## src/qau_pkg.sv

```systemverilog
// Package for the quaternion arithmetic unit: operation codes, widths and the
// rounding/saturation helpers used by the execution unit.
// No dependencies.
`default_nettype none
package qau_pkg;

  localparam int WordBits = 32;
  localparam int FracBits = 24;
  localparam int ProdBits = 2 * WordBits;
  // Sum of four products, shifted left by one, plus headroom.
  localparam int AccBits  = 2 * WordBits + 4;
  localparam int QueueDepth = 4;
  localparam int QueueAw    = 2;
  // Dividend width of the inverse divider: one component moved up by
  // 2*FracBits+1 bits plus the squared norm.
  localparam int DivBits  = 2 * FracBits + WordBits + 2;

  typedef logic signed [WordBits-1:0] word_t;
  typedef logic signed [AccBits-1:0]  acc_t;

  typedef enum logic [2:0] {
    OP_ADD  = 3'd0,
    OP_MUL  = 3'd1,
    OP_CONJ = 3'd2,
    OP_INV  = 3'd3,
    OP_ROT  = 3'd4,
    OP_MAT  = 3'd5
  } op_t;

  // One classified item as it travels from the front end to the back end.
  typedef struct packed {
    logic [2:0] kind;
    logic       bad;
    word_t      a_s;
    word_t      a_x;
    word_t      a_y;
    word_t      a_z;
    word_t      b_s;
    word_t      b_x;
    word_t      b_y;
    word_t      b_z;
  } item_t;

  typedef struct packed {
    word_t s;
    word_t x;
    word_t y;
    word_t z;
    logic  fault;
    logic  last;
  } res_t;

  // Saturate a wide signed value to one word; flag on overflow.
  function automatic word_t sat_word(input acc_t v, output logic ovf);
    logic hi_ones;
    logic hi_zeros;
    hi_ones  = &v[AccBits-1:WordBits-1];
    hi_zeros = ~|v[AccBits-1:WordBits-1];
    ovf = ~(hi_ones | hi_zeros);
    if (ovf) begin
      sat_word = v[AccBits-1] ? {1'b1, {(WordBits-1){1'b0}}}
                              : {1'b0, {(WordBits-1){1'b1}}};
    end else begin
      sat_word = v[WordBits-1:0];
    end
  endfunction

  // Round to nearest (ties up) by FracBits, then saturate.
  function automatic word_t rnd_sat(input acc_t v, output logic ovf);
    acc_t t;
    t = (v + (acc_t'(1) <<< (FracBits - 1))) >>> FracBits;
    rnd_sat = sat_word(t, ovf);
  endfunction

endpackage
`default_nettype wire

```

## src/qau_front.sv

```systemverilog
// Front end of the quaternion unit: accepts input transactions, classifies the
// operation kind and pushes items into a short queue. Depends on qau_pkg.
`default_nettype none
module qau_front
  import qau_pkg::*;
(
  input  wire logic        clk,
  input  wire logic        rst,
  input  wire logic        in_valid,
  output logic             in_ready,
  input  wire item_t       in_item,
  output logic             q_valid,
  input  wire logic        q_ready,
  output item_t            q_item
);

  item_t              mem [QueueDepth];
  logic [QueueAw-1:0] wr_ptr;
  logic [QueueAw-1:0] rd_ptr;
  logic [QueueAw:0]   count;
  logic               push;
  logic               pop;
  item_t              cls;

  // Mark unused operation codes so the back end only forwards a fault.
  always_comb begin
    cls = in_item;
    cls.bad = (in_item.kind > OP_MAT);
  end

  assign in_ready = (count != (QueueAw+1)'(QueueDepth));
  assign q_valid  = (count != '0);
  assign push     = in_valid && in_ready;
  assign pop      = q_valid && q_ready;
  assign q_item   = mem[rd_ptr];

  // Queue storage.
  always_ff @(posedge clk) begin
    if (push) begin
      mem[wr_ptr] <= cls;
    end
  end

  // Queue pointers and fill count.
  always_ff @(posedge clk) begin
    if (rst) begin
      wr_ptr <= '0;
      rd_ptr <= '0;
      count  <= '0;
    end else begin
      if (push) wr_ptr <= wr_ptr + 1'b1;
      if (pop)  rd_ptr <= rd_ptr + 1'b1;
      if (push && !pop) count <= count + 1'b1;
      else if (pop && !push) count <= count - 1'b1;
    end
  end

endmodule
`default_nettype wire

```

## config.mk

```make
export PLATFORM = sky130hd
export DESIGN_NAME = qau_front
export DESIGN_NICKNAME = d
export VERILOG_FILES = /design/src/qau_pkg.sv /design/src/qau_front.sv
export SDC_FILE = /design/constraint.sdc
export NUM_CORES = 1
export LEC_CHECK = 0
export ABC_AREA = 1
export BUFFER_PORTS_ARGS = -buffer_cell sky130_fd_sc_hd__buf_2
export CORE_MARGIN = 5
export CORE_UTILIZATION = 34
export DETAILED_ROUTE_END_ITERATION = 7
export PLACE_DENSITY = 0.57
export SLEW_MARGIN = 20
export SYNTH_ARGS = -nofsm -noshare
export SYNTH_HDL_FRONTEND = slang
export SYNTH_SLANG_ARGS = --single-unit
```

## constraint.sdc

```tcl
create_clock -name clk -period 28.8 [get_ports clk]
set_input_delay 2.88 -clock clk [delete_from_list [all_inputs] [get_ports clk]]
set_output_delay 2.88 -clock clk [all_outputs]
set_load 0.01 [all_outputs]
```

==> impl_metrics.py <==
metrics = {
    "logic_synthesis": {
        "post-synth-top-area-fraction_pct": 80.17,
        "synth_area_leaders": "edfxtp_1, o21ai_0, nor2_1",
        "mapped_avg_cell_area_sq_um": 15.07,
        "post_synth_num_cell_types": 20,
        "synth_nets": 2854,
        "summed_instance_area_of_the_synthesized_netlist_sq_um": 38950,
        "cell_count_after_synthesis": 2584,
        "sequential_cell_area_fraction_in_the_yosys_report_pct": 80.63,
        "ys_ff_latch": 1049,
        "yosysTopAreaCell": "edfxtp_1",
        "synth-warning-count": 0,
    },
    "setup_path": {
        "timing.critical_path.arrival_ps": 4260,
        "critical-path-slowest-cell": "buf_4",
        "max_stage_delay_ps": 920,
        "worst-path-max-fanout": 155,
        "required_ps": 25920,
        "timing.setup.critical_path_class": "flip-flop to output port",
        "cp_num_buf_inv": 4,
        "path_common_cell": "buf_4",
        "critPathCaptureType": "output port",
        "crit_path_start_kind": "flip-flop",
        "critical-path-top-delay-family": "buffers and inverters",
        "cp_cell_sequence": "inv_16, buf_4, buf_4, o21ai_0, o22ai_1, buf_2",
    },
    "timing": {
        "final-setup-viol-count": 0,
        "period_needed_ps": 7136,
        "setup_repair_after_global_routing_missed_its_margin": "false",
        "max_slew_vio_count": 0,
        "relSlewSlack_pct": 20.00,
        "clock-skew-final_ps": 16.70,
        "postLayoutSetupSlackWorst_ps": 21660,
        "timing_worst_slew_pin_value_ps": 1200,
        "fin_setup_tns_ps": 0,
        "final_hold_viol_count": 0,
        "final.period_utilization_pct": 24.78,
        "achievable-frequency_mhz": 140.1,
    },
    "cells_and_area": {
        "fin_cells": 4696,
        "fin_nets": 3345,
        "area_growth_synth_to_finish_pct": 18.65,
        "final_layout_size_suffix_gt1_share_pct": 22.61,
    },
    "floorplanning": {
        "die_area_sq_um": 121400,
        "io_pins": 526,
        "die_w_microns": 348.5,
        "row_count": 124,
        "vertical_die_dimension_microns": 348.5,
        "design.core.area_sq_um": 114000,
        "initial_utilization_pct": 34.16,
    },
    "clock_network": {
        "ctsResizeCount": 0,
        "cts_max_level": 3,
        "cts-root-buf": "clkbuf_16",
        "tritoncts": "yes",
        "tritoncts.num_buffers": 107,
        "worst_skew_pair.late_latency_ps": 680,
        "hold_buffers": 0,
        "clock_sinks": 1049,
        "ctsLongestPathBuffers": 3,
        "post-cts-setup-buffer-count": 0,
        "clk_pin_slew_worst_paths_ps": 60,
    },
    "hold_path": {
        "hp-class": "flip-flop to flip-flop",
    },
    "placed_design": {
        "placed_cells_incl_taps": 4478,
        "dp_slack_ps": 22120,
        "place.detailed.hpwl_microns": 53710,
        "gp_congestion": 0.7311,
        "buffer_ports.inserted": 524,
    },
    "route": {
        "vias": 22960,
        "drc": 0,
        "first_iter_violations": 1505,
        "drt_wl_total_microns": 93550,
        "first_pass_iters": 4,
        "ant_nets": 0,
        "vias_per_cell": 4.889,
        "routedWlPerCell_microns": 19.92,
    },
    "power_and_ir_drop": {
        "power-per-cell-area_nw_per_um2": 89.87,
        "worst_ir_drop_vdd_uv": 58.06,
        "total_leakage_power_uw": 0.01578,
        "totalPowerFinal_uw": 4154,
    },
    "global_route": {
        "antenna_found_initial": 22,
        "grt_pass1_wl_microns": 138300,
        "grt-ovfl-total": 0,
        "grt_usage_pct": 14.74,
        "maximum_number_of_pins_on_one_net_before_global_route_repair": 193,
        "first_global_vias": 21900,
    },
    "status": {
        "run_status": "finished clean",
    },
    "flow_run": {
        "max_cap_viols": 0,
    },
}
-- per-layer routing --
layer  GRT usage [%]  wire, microns  up-vias
met4           5.128           2511        8
met1           18.38          38310    11420
met5               0             46        -
met3           3.968           5932      163
met2           24.92          46750      546
li1                -              -    10830
-- cells by family after synthesis --
family,count (synthesis),share of synthesized area (%)
adder cells (fa/ha/maj),6,0.2120
buffers and inverters,189,2.859
AND/OR/NAND/NOR,554,5.361
flip-flops,1049,80.63
AO/OA/AOI/OAI,786,10.93
-- cells in the final DEF, fill, tap and decap left out, types with 5 or more instances in the layout --
cell	synthesis	layout
inv_1	15	15
clkbuf_16	0	108
ha_1	5	5
buf_2	52	524
clkinv_1	0	20
edfxtp_1	1040	1040
o22ai_1	260	260
o21ai_1	39	39
dfxtp_1	9	7
bufinv_16	0	8
diode_2	0	17
clkbuf_1	66	27
nor2_1	533	529
clkinvlp_4	0	6
clkinv_2	0	22
nand2_1	16	16
o21ai_0	483	483
buf_4	14	26
inv_16	0	5
-- area by class of cell --
type / instances / area (sq um)
Fill cell: 10560 / 67820
Sequential cell: 1049 / 31420
Multi-Input combinational cell: 1346 / 6460
Timing Repair Buffer: 554 / 2898
Clock buffer: 136 / 2818
Tap cell: 1512 / 1892
Clock inverter: 65 / 601.8
Inverter: 17 / 87.58
Antenna cell: 17 / 42.54
-- synthesized netlist by cell type --
| cell type | count |
|---|---|
| o22ai_1 | 260 |
| inv_1 | 15 |
| buf_2 | 52 |
| buf_4 | 14 |
| nand3_1 | 4 |
| clkbuf_1 | 66 |
| o21ai_1 | 39 |
| nor2_1 | 533 |
| o21ai_0 | 483 |
| nand3b_1 | 1 |
| edfxtp_1 | 1040 |
| inv_2 | 1 |
| clkbuf_2 | 3 |
| dfxtp_1 | 9 |
| nand2_1 | 16 |
| inv_6 | 1 |
| fa_1 | 1 |
| ha_1 | 5 |
| a21oi_1 | 4 |
| buf_6 | 37 |
-- metrics by stage --
stage / util, % / hold WS, ps / instance area [sq um]
after floorplan: - / 459.4 / 38950
after global placement: 37.49 / 483.1 / 42750
after detailed placement: 37.49 / 485.9 / 42750
after CTS: 40.49 / 493.0 / 46170
after global routing: 40.51 / 527.4 / 46190
final: 40.53 / 494.4 / 46220
-- sequential cells by signal, indices dropped and copies added (netlist names), named ones only --
name / cells
mem: 1040
count: 3
rd_ptr: 2
wr_ptr: 2
-- path summary, 6_finish.rpt --
| check | start | depth (start not counted) | endpoint | slack [ps] |
|---|---|---|---|---|
| max | flip-flop | 6 | q_item[95] | 21660 |
| min | rd_ptr[1] | 2 | flip-flop | 490 |
| max reg2reg | count[0] | 7 | mem[0][74] | 24550 |
| min reg2reg | rd_ptr[1] | 2 | flip-flop | 490 |
-- worst register-to-register path, cell delays in order, from the launching register on --
cell	delay [ps]
dfxtp_1	390
nor2_1	90
nand2_1	140
nand2_1	270
nor2_4	760
buf_4	580
buf_4	790
buf_4	760
-- power by group --
part	switching [uW]	internal, uW
Sequential	35.6	1850
Combinational	651	271
Clock	574	768
Total	1260	2890
Power figures use the tool's default switching activity.
